File: src/rtl/core/bba_pkg.sv
`default_nettype none
// ----------------------------------------------------------------------------
// bba_pkg
// Shared widths, codes and reset values of the bitmap block allocator.
// ----------------------------------------------------------------------------
package bba_pkg;

   // Fixed field widths of the request, response and register ports
   localparam int COUNT_W  = 11;
   localparam int INDEX_W  = 10;
   localparam int STATUS_W = 2;

   // Request opcodes
   localparam logic OP_ALLOC = 1'b0;
   localparam logic OP_FREE  = 1'b1;

   // Response status codes
   localparam logic [STATUS_W-1:0] STATUS_OK    = 2'd0;
   localparam logic [STATUS_W-1:0] STATUS_FULL  = 2'd1;
   localparam logic [STATUS_W-1:0] STATUS_RANGE = 2'd2;

   // Block count after reset
   localparam logic [COUNT_W-1:0] COUNT_RESET = 11'd1024;

endpackage : bba_pkg
`default_nettype wire

File: src/rtl/core/bitmap_block_allocator_unit.sv
`default_nettype none
// Allocate: reads 1 to MAX_BLOCKS/WORD_BITS (rounded up) map words, one word per cycle
//   through the map RAM, then gives the rsp_valid strobe.
// Free: word walk to word block_index/WORD_BITS, one RAM read, write back;
//   an out-of-range free or an allocate at zero count answers straight from idle.
// New items start in idle, as early as the rsp_valid strobe; results are not stalled.
// Reset: busy while the MAX_BLOCKS/WORD_BITS (rounded up) map words are cleared.
// ----------------------------------------------------------------------------
// bitmap_block_allocator_unit
// First-fit bitmap block allocator: map words in a synchronous RAM, scanned
// and updated by a read-modify-write sequencer, block count register.
// ----------------------------------------------------------------------------
module bitmap_block_allocator_unit #(
   parameter int MAX_BLOCKS = 1024,
   parameter int WORD_BITS  = 32
) (
   input  wire logic                          clock,
   input  wire logic                          reset,
   input  wire logic                          start,
   output logic                               busy,
   input  wire logic                          req_opcode,
   input  wire logic [bba_pkg::INDEX_W-1:0]   req_block_index,
   output logic                               rsp_valid,
   output logic [bba_pkg::INDEX_W-1:0]        rsp_result_block,
   output logic [bba_pkg::STATUS_W-1:0]       rsp_status,
   input  wire logic                          csr_valid,
   output logic                               csr_ready,
   input  wire logic [bba_pkg::COUNT_W-1:0]   csr_block_count
);

   localparam int MAP_WORDS = (MAX_BLOCKS + WORD_BITS - 1) / WORD_BITS;
   localparam int ADDR_W    = (MAP_WORDS > 1) ? $clog2(MAP_WORDS) : 1;
   localparam int CNT_W     = $clog2(MAX_BLOCKS + 1);
   localparam int CMP_W     = (CNT_W > bba_pkg::COUNT_W) ? CNT_W : bba_pkg::COUNT_W;

   logic [bba_pkg::COUNT_W-1:0] count_ff, count_in;
   logic [CMP_W-1:0]            count_ext;
   logic [CNT_W-1:0]            limit;
   logic                        wr_en;
   logic [ADDR_W-1:0]           wr_addr;
   logic [WORD_BITS-1:0]        wr_data;
   logic                        rd_en;
   logic [ADDR_W-1:0]           rd_addr;
   logic [WORD_BITS-1:0]        rd_data;

   // Block count register, written while idle
   assign csr_ready = !busy;
   assign count_in  = (csr_valid && csr_ready) ? csr_block_count : count_ff;

   always_ff @(posedge clock) begin
      if (reset) begin
         count_ff <= bba_pkg::COUNT_RESET;
      end else begin
         count_ff <= count_in;
      end
   end

   // Saturate the count to the map size
   assign count_ext = CMP_W'(count_ff);
   assign limit     = (count_ext > CMP_W'(MAX_BLOCKS)) ? CNT_W'(MAX_BLOCKS)
                                                       : CNT_W'(count_ext);

   bba_map_ram #(
      .DEPTH  (MAP_WORDS),
      .WIDTH  (WORD_BITS),
      .ADDR_W (ADDR_W)
   ) u_map (
      .clock   (clock),
      .wr_en   (wr_en),
      .wr_addr (wr_addr),
      .wr_data (wr_data),
      .rd_en   (rd_en),
      .rd_addr (rd_addr),
      .rd_data (rd_data)
   );

   bba_ctrl #(
      .MAX_BLOCKS (MAX_BLOCKS),
      .WORD_BITS  (WORD_BITS),
      .MAP_WORDS  (MAP_WORDS),
      .ADDR_W     (ADDR_W),
      .CNT_W      (CNT_W)
   ) u_ctrl (
      .clock            (clock),
      .reset            (reset),
      .start            (start),
      .busy             (busy),
      .req_opcode       (req_opcode),
      .req_block_index  (req_block_index),
      .limit            (limit),
      .rsp_valid        (rsp_valid),
      .rsp_result_block (rsp_result_block),
      .rsp_status       (rsp_status),
      .wr_en            (wr_en),
      .wr_addr          (wr_addr),
      .wr_data          (wr_data),
      .rd_en            (rd_en),
      .rd_addr          (rd_addr),
      .rd_data          (rd_data)
   );

endmodule : bitmap_block_allocator_unit
`default_nettype wire

File: src/rtl/core/bba_map_ram.sv
`default_nettype none
// ----------------------------------------------------------------------------
// bba_map_ram
// Single-write, single-read synchronous memory holding the usage map words.
// Read data is registered and arrives in the cycle after the read request.
// ----------------------------------------------------------------------------
module bba_map_ram #(
   parameter int DEPTH  = 32,
   parameter int WIDTH  = 32,
   parameter int ADDR_W = 5
) (
   input  wire logic              clock,
   input  wire logic              wr_en,
   input  wire logic [ADDR_W-1:0] wr_addr,
   input  wire logic [WIDTH-1:0]  wr_data,
   input  wire logic              rd_en,
   input  wire logic [ADDR_W-1:0] rd_addr,
   output logic      [WIDTH-1:0]  rd_data
);

   logic [WIDTH-1:0] mem [DEPTH];
   logic [WIDTH-1:0] rd_data_ff;

   // Write port
   always_ff @(posedge clock) begin
      if (wr_en) begin
         mem[wr_addr] <= wr_data;
      end
   end

   // Registered read port
   always_ff @(posedge clock) begin
      if (rd_en) begin
         rd_data_ff <= mem[rd_addr];
      end
   end

   assign rd_data = rd_data_ff;

endmodule : bba_map_ram
`default_nettype wire

File: src/rtl/core/bba_word_scan.sv
`default_nettype none
// ----------------------------------------------------------------------------
// bba_word_scan
// Priority encoder over one map word: finds the lowest clear bit among the
// bits that still lie below the block count.
// ----------------------------------------------------------------------------
module bba_word_scan #(
   parameter int WORD_BITS = 32,
   parameter int CNT_W     = 11
) (
   input  wire logic [WORD_BITS-1:0]         word,
   input  wire logic [CNT_W-1:0]             remain,
   output logic                              found,
   output logic [$clog2(WORD_BITS)-1:0]      bit_pos
);

   localparam int BIT_W = $clog2(WORD_BITS);
   localparam int SW    = (CNT_W > BIT_W + 1) ? CNT_W : BIT_W + 1;

   logic [WORD_BITS-1:0] free_bits;

   // Keep only clear bits whose block number is below the count
   always_comb begin
      for (int b = 0; b < WORD_BITS; b++) begin
         free_bits[b] = !word[b] && (SW'(b) < SW'(remain));
      end
   end

   // Pick the lowest free bit
   always_comb begin
      found   = 1'b0;
      bit_pos = '0;
      for (int b = WORD_BITS - 1; b >= 0; b--) begin
         if (free_bits[b]) begin
            found   = 1'b1;
            bit_pos = BIT_W'(b);
         end
      end
   end

endmodule : bba_word_scan
`default_nettype wire

File: src/rtl/core/bba_ctrl.sv
`default_nettype none
// ----------------------------------------------------------------------------
// bba_ctrl
// Request sequencer: clears the map after reset, walks the map words for an
// allocate, locates and clears the word bit for a free, and drives the
// registered response strobe.
// ----------------------------------------------------------------------------
module bba_ctrl #(
   parameter int MAX_BLOCKS = 1024,
   parameter int WORD_BITS  = 32,
   parameter int MAP_WORDS  = 32,
   parameter int ADDR_W     = 5,
   parameter int CNT_W      = 11
) (
   input  wire logic                          clock,
   input  wire logic                          reset,
   input  wire logic                          start,
   output logic                               busy,
   input  wire logic                          req_opcode,
   input  wire logic [bba_pkg::INDEX_W-1:0]   req_block_index,
   input  wire logic [CNT_W-1:0]              limit,
   output logic                               rsp_valid,
   output logic [bba_pkg::INDEX_W-1:0]        rsp_result_block,
   output logic [bba_pkg::STATUS_W-1:0]       rsp_status,
   output logic                               wr_en,
   output logic [ADDR_W-1:0]                  wr_addr,
   output logic [WORD_BITS-1:0]               wr_data,
   output logic                               rd_en,
   output logic [ADDR_W-1:0]                  rd_addr,
   input  wire logic [WORD_BITS-1:0]          rd_data
);

   localparam int BIT_W = $clog2(WORD_BITS);
   localparam int BLK_W = $clog2(MAX_BLOCKS);
   localparam int SW    = (CNT_W > BIT_W + 1) ? CNT_W : BIT_W + 1;
   localparam int IW    = (CNT_W > bba_pkg::INDEX_W) ? CNT_W : bba_pkg::INDEX_W;
   localparam int SUM_W = ((BLK_W > BIT_W) ? BLK_W : BIT_W) + 1;

   typedef enum logic [4:0] {
      ST_WIPE   = 5'b00001,
      ST_IDLE   = 5'b00010,
      ST_SCAN   = 5'b00100,
      ST_LOCATE = 5'b01000,
      ST_CLEAR  = 5'b10000
   } state_type;

   state_type                      state_ff, state_in;
   logic [ADDR_W-1:0]              word_ff, word_in;
   logic [BLK_W-1:0]               base_ff, base_in;
   logic [CNT_W-1:0]               rem_ff, rem_in;
   logic [BIT_W-1:0]               bit_ff, bit_in;
   logic [bba_pkg::INDEX_W-1:0]    idx_ff, idx_in;
   logic                           rsp_valid_ff, rsp_valid_in;
   logic [bba_pkg::INDEX_W-1:0]    rsp_block_ff, rsp_block_in;
   logic [bba_pkg::STATUS_W-1:0]   rsp_status_ff, rsp_status_in;

   logic                           scan_found;
   logic [BIT_W-1:0]               scan_bit;
   logic [SUM_W-1:0]               scan_block;
   logic                           in_range;
   logic                           last_word;
   logic [WORD_BITS-1:0]           set_mask;
   logic [WORD_BITS-1:0]           clr_mask;

   bba_word_scan #(
      .WORD_BITS (WORD_BITS),
      .CNT_W     (CNT_W)
   ) u_scan (
      .word    (rd_data),
      .remain  (rem_ff),
      .found   (scan_found),
      .bit_pos (scan_bit)
   );

   // Block number of the found bit, and single-bit masks
   assign scan_block = SUM_W'(base_ff) + SUM_W'(scan_bit);
   assign set_mask   = {{(WORD_BITS-1){1'b0}}, 1'b1} << scan_bit;
   assign clr_mask   = {{(WORD_BITS-1){1'b0}}, 1'b1} << bit_ff;
   assign in_range   = IW'(req_block_index) < IW'(limit);
   assign last_word  = SW'(rem_ff) <= SW'(WORD_BITS);

   // Next state, memory access and response
   always_comb begin
      state_in      = state_ff;
      word_in       = word_ff;
      base_in       = base_ff;
      rem_in        = rem_ff;
      bit_in        = bit_ff;
      idx_in        = idx_ff;
      rsp_valid_in  = 1'b0;
      rsp_block_in  = rsp_block_ff;
      rsp_status_in = rsp_status_ff;
      wr_en         = 1'b0;
      wr_addr       = word_ff;
      wr_data       = '0;
      rd_en         = 1'b0;
      rd_addr       = word_ff;

      unique case (state_ff)
         ST_WIPE: begin
            wr_en   = 1'b1;
            word_in = word_ff + 1'b1;
            if (word_ff == ADDR_W'(MAP_WORDS - 1)) begin
               word_in  = '0;
               state_in = ST_IDLE;
            end
         end
         ST_IDLE: begin
            if (start) begin
               idx_in = req_block_index;
               if (req_opcode == bba_pkg::OP_ALLOC) begin
                  if (limit == '0) begin
                     rsp_valid_in  = 1'b1;
                     rsp_block_in  = '0;
                     rsp_status_in = bba_pkg::STATUS_FULL;
                  end else begin
                     rd_en    = 1'b1;
                     rd_addr  = '0;
                     word_in  = '0;
                     base_in  = '0;
                     rem_in   = limit;
                     state_in = ST_SCAN;
                  end
               end else begin
                  if (in_range) begin
                     rem_in   = CNT_W'(req_block_index);
                     word_in  = '0;
                     state_in = ST_LOCATE;
                  end else begin
                     rsp_valid_in  = 1'b1;
                     rsp_block_in  = '0;
                     rsp_status_in = bba_pkg::STATUS_RANGE;
                  end
               end
            end
         end
         ST_SCAN: begin
            if (scan_found) begin
               // Mark the block used and report it
               wr_en         = 1'b1;
               wr_data       = rd_data | set_mask;
               rsp_valid_in  = 1'b1;
               rsp_block_in  = bba_pkg::INDEX_W'(scan_block);
               rsp_status_in = bba_pkg::STATUS_OK;
               state_in      = ST_IDLE;
            end else if (last_word) begin
               rsp_valid_in  = 1'b1;
               rsp_block_in  = '0;
               rsp_status_in = bba_pkg::STATUS_FULL;
               state_in      = ST_IDLE;
            end else begin
               // Advance to the next word, read issued now
               rem_in  = rem_ff - CNT_W'(WORD_BITS);
               base_in = base_ff + BLK_W'(WORD_BITS);
               word_in = word_ff + 1'b1;
               rd_en   = 1'b1;
               rd_addr = word_ff + 1'b1;
            end
         end
         ST_LOCATE: begin
            if (SW'(rem_ff) < SW'(WORD_BITS)) begin
               rd_en    = 1'b1;
               bit_in   = BIT_W'(rem_ff);
               state_in = ST_CLEAR;
            end else begin
               rem_in  = rem_ff - CNT_W'(WORD_BITS);
               word_in = word_ff + 1'b1;
            end
         end
         ST_CLEAR: begin
            // Drop the block's bit and report it
            wr_en         = 1'b1;
            wr_data       = rd_data & ~clr_mask;
            rsp_valid_in  = 1'b1;
            rsp_block_in  = idx_ff;
            rsp_status_in = bba_pkg::STATUS_OK;
            state_in      = ST_IDLE;
         end
         default: begin
            state_in = ST_IDLE;
         end
      endcase
   end

   // Control registers
   always_ff @(posedge clock) begin
      if (reset) begin
         state_ff     <= ST_WIPE;
         word_ff      <= '0;
         rsp_valid_ff <= 1'b0;
      end else begin
         state_ff     <= state_in;
         word_ff      <= word_in;
         rsp_valid_ff <= rsp_valid_in;
      end
   end

   // Working and response payload registers
   always_ff @(posedge clock) begin
      base_ff       <= base_in;
      rem_ff        <= rem_in;
      bit_ff        <= bit_in;
      idx_ff        <= idx_in;
      rsp_block_ff  <= rsp_block_in;
      rsp_status_ff <= rsp_status_in;
   end

   assign busy             = state_ff != ST_IDLE;
   assign rsp_valid        = rsp_valid_ff;
   assign rsp_result_block = rsp_block_ff;
   assign rsp_status       = rsp_status_ff;

endmodule : bba_ctrl
`default_nettype wire
File: config.mk
export PLATFORM = sky130hd
export DESIGN_NAME = bitmap_block_allocator_unit
export DESIGN_NICKNAME = d
export VERILOG_FILES = /design/src/rtl/core/bba_pkg.sv /design/src/rtl/core/bitmap_block_allocator_unit.sv /design/src/rtl/core/bba_map_ram.sv /design/src/rtl/core/bba_word_scan.sv /design/src/rtl/core/bba_ctrl.sv
export SDC_FILE = /design/constraint.sdc
export NUM_CORES = 1
export LEC_CHECK = 0
export BUFFER_PORTS_ARGS = -buffer_cell sky130_fd_sc_hd__buf_4
export CAP_MARGIN = 20
export CELL_PAD_IN_SITES_DETAIL_PLACEMENT = 1
export CELL_PAD_IN_SITES_GLOBAL_PLACEMENT = 1
export CORE_ASPECT_RATIO = 1.75
export CORE_UTILIZATION = 40
export DETAILED_ROUTE_END_ITERATION = 6
export HOLD_SLACK_MARGIN = 0.03
export PLACE_DENSITY_LB_ADDON = 0.05
export SYNTH_ARGS = -nofsm -noshare
export SYNTH_HDL_FRONTEND = slang
export SYNTH_SLANG_ARGS = --single-unit
File: constraint.sdc
create_clock -name clock -period 4.1 [get_ports clock]
set_input_delay 0.205 -clock clock [delete_from_list [all_inputs] [get_ports clock]]
set_output_delay 0.205 -clock clock [all_outputs]
set_load 0.01 [all_outputs]
---- Word-level counts from Yosys, hierarchy flattened ----
Memory sizes are Yosys's and may differ from the RTL's. A register that Yosys moved wholly into a read port is not among the register bits.
Index checks and enable logic that the tools add are counted.
storage, ports and cells
  bits in registers ....................... 70
  latch bits .............................. 0
  RAM bits ................................ 1024
  ROM bits ................................ 0
  output and inout port bits .............. 15
  logic and storage cells ................. 289
  memories ................................ 1
memories
  name       depth  bits a word  rd ports  clocked after memory_dff  wr ports  line               RTL
  u_map.mem  32     32           1         1                         1         bba_map_ram.sv:21  logic [WIDTH-1:0] mem [DEPTH];
cells by class
  $add $sub $neg .......................... 4
  multiply operators ...................... 0
  divide/modulo/power cells ............... 0
  order comparisons ....................... 36
  eq/ne operators ......................... 20
  shift operators ......................... 2
  multiplexer cells ....................... 134
  bitwise operators ....................... 3
  reductions and logical operators ........ 79
operators by type and width
  operator              count
  $mux 5                50
  $lt 5x11->1 const A   16
  $mux 10               11
  $lt 4x11->1 const A   8
  $mux 11               8
  $pmux 32 s2           1
  $shl 1x5->32 const A  2
  $mux 1                47
  $lt 3x11->1 const A   4
  $pmux 5 s4            2
  $logic_and 1x1->1     33
  $logic_not 1->1       33
  $pmux 11 s3           1
  $and 32x32->32        1
  $mux 32               1
  $not 32->32           1
  $or 32x32->32         1
  $pmux 10 s3           1
  $lt 1x11->1 const A   2
  $lt 2x11->1 const A   2
  $pmux 10 s2           1
  $mux 2                6
  $ne 2x2->1 const B    6
  $reduce_and 6->1      2
  31 further kinds      38

---- Logic depth before layout (Yosys ltp) ----
  word-level depth ........................ 38
  mapped depth ............................ 16

---- Hierarchy ----
Synthesis repeated with hierarchy kept, for this count alone.
unflattened totals
  cell total of the unflattened synthesis .. 2913
  area, all modules ....................... 46420.8 um^2
modules (own cells, without submodules)
  module                       instances  cells an instance  area each (um^2)  seq. area each (um^2)
  bba_map_ram                  1          2260               40812.9           31710.4
  bba_ctrl                     1          415                3777.4            1511.4
  bba_word_scan                1          175                1248.7            0.0
  bitmap_block_allocator_unit  1          63                 581.8             220.2

---- Worst setup path before layout ----
OpenSTA, ideal clock, no wires.
  path kind ............................... register to register
  start ................................... register u_ctrl.rem_ff[10]
  end ..................................... memory u_map.mem[0][11] (data pin)
  data arrival time ....................... 4036 ps
  path slack .............................. -390 ps
  stages on the path, launching flop included .. 15
  path buffers ............................ 4
  cell sequence ........................... edfxtp_1 > nor4_4 > buf_4 > buf_6 > buf_4 > o211ai_1 > a221oi_1 > o21ai_0 > a21o_1 > a21oi_1 > o41ai_1 > a31oi_1 > clkbuf_1 > nand3_1 > o21ai_0
between the ends
  longest elaborated chain between the ends .. 38
  elaborated cells between the ends (all ways) .. 132
RTL lines
  item                    line                 RTL
  start, declared         bba_ctrl.sv:50       logic [CNT_W-1:0] rem_ff, rem_in;
  start signal, assigned  bba_ctrl.sv:201      rem_ff <= rem_in;
  $lt 5x11->1             bba_word_scan.sv:25  free_bits[b] = !word[b] && (SW'(b) < SW'(remain));
  $logic_and 1x1->1       bba_word_scan.sv:25
  $mux 5 (32 in a row)    bba_word_scan.sv:34  if (free_bits[b]) begin
  $shl 1x5->32            bba_ctrl.sv:77       assign set_mask = {{(WORD_BITS-1){1'b0}}, 1'b1} << scan_bit;
  $or 32x32->32           bba_ctrl.sv:141      wr_data = rd_data | set_mask;
  $mux 32 *               bba_ctrl.sv:138      if (scan_found) begin
  $pmux 32 s2 *           bba_ctrl.sv:99       unique case (state_ff)
  via u_ctrl.wr_data[11]  bba_ctrl.sv:27       output logic [WORD_BITS-1:0] wr_data,
  end, declared           bba_map_ram.sv:21
The timed path passes the listed nets; every way through them passes the cells marked *.

---- Worst setup path in the final report ----
  start ................................... register u_ctrl.rem_ff[9]
  end ..................................... register u_map.rd_data_ff[6] (netlist: u_map.rd_data[6]) (read register of u_map.mem) (data pin)
between the ends
  longest elaborated chain between the ends .. 36
  elaborated cells between the ends (all ways) .. 105
RTL lines
  item                                             line                 RTL
  $lt 5x11->1                                      bba_word_scan.sv:25
  $logic_and 1x1->1                                bba_word_scan.sv:25
  $mux 1 (32 in a row)                             bba_word_scan.sv:34
  $mux 1 / $mux 5 (equally long branches)          --
  $pmux 1 s3 / $pmux 5 s2 (equally long branches)  bba_ctrl.sv:99
  end, declared                                    bba_map_ram.sv:22    logic [WIDTH-1:0] rd_data_ff;
Parallel ways exist; a longest one is shown, timed or not.
A chain may end at the register's enable or synchronous reset.

==> flow_summary.yaml <==
status:
  run_status: "complete, but fails checks"
  failing_checks: "setup timing"
sta:
  timing_worst_slew_pin_value_ns: 0.970
  timing.final.max_slew_violations: 0
  slew-limit-headroom: 0.336
  grt_setup_unrepaired: "true"
  period_share: 1.04
  finClkSkew_ns: 0.0246
  timing.final.ws_setup_ns: -0.184
  finalHoldViolCount: 0
  setup_viol: 29
  layout_min_cycle_time_ns: 4.28
  fmax_ghz: 0.233
placement:
  weighted_congestion_reported_at_the_end_of_routability_driven_placement: 0.908
  placed_cell_area_um2: 52400
  post-place-ws_ns: -0.544
  hpwl_mm: 100
  port_buffers: 40
pwr:
  power.leakage_nw: 21.7
  p_switching_mw: 10.9
  powerDensity_nw_per_um2: 568
  vdd_drop_max_mv: 0.393
  sequentialPowerShare: 0.392
  netSwitchingFraction: 0.320
  pwr-share-clk: 0.286
  cell_internal_power_mw: 23.0
  p_comb_frac: 0.321
clock_tree:
  cts_sinks: 1121
  clock-root-buffer: "clkbuf_16"
  clk_pin_slew_ns: 0.07
  clock_insertion_delay_worst_skew_ns: 0.73
  htree_levels: 3
  numCtsBuffers: 105
  cts-root-to-sink-buffers: 3
  tritoncts: "done"
floorplanning:
  rows: 163
  die-width_um: 258
  design.core.area_um2: 113000
  floorplan.initialDensity: 0.405
  ioPinCount: 41
  fp.dieArea_um2: 116000
  fp.dieH_um: 450
grt:
  grt_pass1_wl_mm: 227
  met1_usage: 0.323
  first_global_vias: 33000
  pin_count_of_the_biggest_net_entering_global_routing: 41
  peak_usage_layer_in_the_global_routing_report: "met2"
  global_route.overflow_total: 0
  met2_usage: 0.496
  gr-usage-met3: 0.0256
  grtUsageTotal: 0.270
  antenna_found_initial: 2
synth:
  mappedNetlistArea_um2: 45800
  number_of_enable_type_register_cells_in_the_synthesized_netlist: 1099
  syn_nets: 3331
  synth_warnings: 0
  yosysSeqAreaShare: 0.730
  ys_seq_elements: 1121
  yosys_most_used_dff: "edfxtp_1"
  ys_types: 73
  post_synth.cell_area_avg_um2: 13.9
  synthesis.instances: 3287
  synth_async_sr_flop_share: 0
route:
  drt_wl_total_mm: 161
  number_of_drc_markers_in_iteration_0: 2286
  drt_drc_violations_left: 0
  wl_per_cell_um: 29.9
  final_antenna_net_count: 0
  route.vias.total: 31000
  drtPass1Iterations: 5
  detail_route.vias_per_cell: 5.76
setup_path:
  critical_path.most_common_cell: "buf_6"
  crit_path_cell_trace: "buf_6 > nor4_4 > buf_6 > buf_8 > a31oi_2 > a31oi_1 > and4_1 > buf_6 > nand4_4 > buf_12 > mux2_8 > buf_12 > buf_8 > mux2_4 > o22ai_4 > a31oi_4 > a31oi_4 > nand3_2"
  setup.worst_path.start_class: "flip-flop"
  cp_slowest_stage_delay_ns: 0.43
  critical_path_class: "flip-flop to flip-flop"
  critPathArrivalTime_ns: 4.74
  critical_path_peak_fanout: 7
  timing.reg2reg.setup_slack_ns: -0.18
  endpoint_kind: "flip-flop"
  required_ns: 4.55
  critical_path.slowest_cell: "edfxtp_1"
finish:
  drive_above_1_share: 0.281
  antenna_cells_inserted: 0
  finish.net_count: 3858
  area_overhead_of_the_layout_relative_to_synthesis_pct: 30.3
  final_cell_area_um2: 59700
flow_run:
  drv_cap: 0
worst_hold_path:
  min_path_type: "input port to flip-flop"
metal layers:
| metal | vias to the layer above | routed length, um |
|---|---|---|
| met5 | - | 0 |
| met4 | 0 | 6240 |
| met3 | 249 | 5240 |
| met2 | 667 | 86200 |
| met1 | 16400 | 63300 |
| li1 | 13700 | - |
power by group through the flow:
| stage | registers [mW] | clock network, mW | logic (mW) |
|---|---|---|---|
| after CTS | 13.3 | 9.89 | 9.47 |
| final | 13.3 | 9.71 | 10.9 |
| after global placement | 13.5 | 0 | 8.52 |
| after global routing | 13.3 | 10.3 | 11.5 |
| after floorplan | 13.5 | 0 | 4.58 |
| after detailed placement | 13.5 | 0 | 8.71 |
registers in the layout, summed over array words and instances, names as in the netlist:
signal	cells
u_ctrl.rsp_status	2
u_ctrl.rem_ff	11
u_ctrl.rsp_result_block	10
u_map.rd_data	32
count_ext	11
u_ctrl.wr_addr	5
u_ctrl.rsp_valid	1
u_ctrl.idx_ff	10
u_map.mem	1024
u_ctrl.bit_ff	5
u_ctrl.state_ff	5
u_ctrl.base_ff	5
synthesized netlist by cell type (all sizes together), types with 5 or more instances:
master | number | area share
a32oi | 31 | 0.0059
nand3 | 125 | 0.014
nor2b | 9 | 0.0012
dfxtp | 22 | 0.0096
o21a | 5 | 0.00082
ha | 18 | 0.0049
o211ai | 9 | 0.0018
buf | 86 | 0.0097
mux2 | 67 | 0.017
a21oi | 329 | 0.036
a31oi | 86 | 0.012
nor4 | 6 | 0.0016
nand2b | 17 | 0.0023
clkbuf | 129 | 0.011
nand2 | 543 | 0.045
inv | 16 | 0.0013
o21ai | 91 | 0.010
o22ai | 66 | 0.0090
nor3 | 18 | 0.0022
nor2 | 89 | 0.0075
nor3b | 9 | 0.0015
or3 | 6 | 0.00082
a211oi | 9 | 0.0015
a22oi | 130 | 0.021
nand3b | 8 | 0.0013
a22o | 71 | 0.014
and3b | 5 | 0.00096
mux2i | 103 | 0.023
edfxtp | 1099 | 0.72
and2 | 7 | 0.00096
and3 | 10 | 0.0014
nand4 | 16 | 0.0025
path summary, 6_finish.rpt:
| path | start | cells after the start | to |
|---|---|---|---|
| worst min register to register | u_ctrl.idx_ff[7] | 1 | u_ctrl.rsp_result_block[7] |
| worst max-delay path | u_ctrl.rem_ff[9] | 18 | u_map.rd_data[6] |
| worst max register to register | u_ctrl.rem_ff[9] | 18 | u_map.rd_data[6] |
| worst min-delay path | start | 5 | u_ctrl.state_ff[3] |
what timing repair did:
action,CTS,global route
setup endpoints to repair,863,767
hold buffers,45,0
gates resized for setup,112,273
endpoints found under the hold margin,37,0
buffers inserted,35,55
cloned,10,16
pin swaps,34,115
stage by stage:
step,power (mW),hold WS [ns],instances,utilization,setup TNS [ns]
CTS,32.7,0.0856,5324,0.507,-0.641
global placement,22.0,0.412,5036,0.463,-47.84
global route,35.1,0.152,5390,0.527,-4.43
floorplan,18.0,0.304,3287,-,-43.31
finish,33.9,0.117,5390,0.527,-2.27
detailed placement,22.2,0.415,5036,0.463,-49.82
cells in the final DEF, fill, tap and decap left out, types with 71 or more instances in the layout:
cell       instances
a22o_1            71
mux2i_1           98
a22oi_1          125
clkbuf_16        122
buf_4            357
nand3_1           95
edfxtp_1        1099
nand2_1          536
buf_12           157
a21oi_1          266
area by class of cell:
cell class	instances	area, um^2
timing repair buffer	633	7560
tap	1485	1860
fill	10900	53500
clock buffer	133	2800
multi-input combinational	1937	13400
sequential	1121	33400
inverter	16	60.1
clock inverter	65	538
kinds of logic (layout without fill, tap and decap cells):
logic type | after synthesis | after routing | share of synthesized area
xor gates and xnor gates | 7 | 7 | 0.00134
DFF | 1121 | 1121 | 0.730
muxes | 170 | 171 | 0.0391
adders and majority gates | 18 | 18 | 0.00492
buffers and inverters | 231 | 847 | 0.0216
AOI/OAI and AO/OA | 860 | 860 | 0.118
and+or+nand+nor | 880 | 881 | 0.0845
worst max-delay path: cells and delay by family (launching register included):
kind                   cells  cell delay (ns)
AOI/OAI and AO/OA          5             0.95
DFF                        1             0.43
and+or+nand+nor            4             0.77
buffers and inverters      7             1.10
muxes                      2             0.71
No activity file was read; power rests on OpenSTA's default activity.
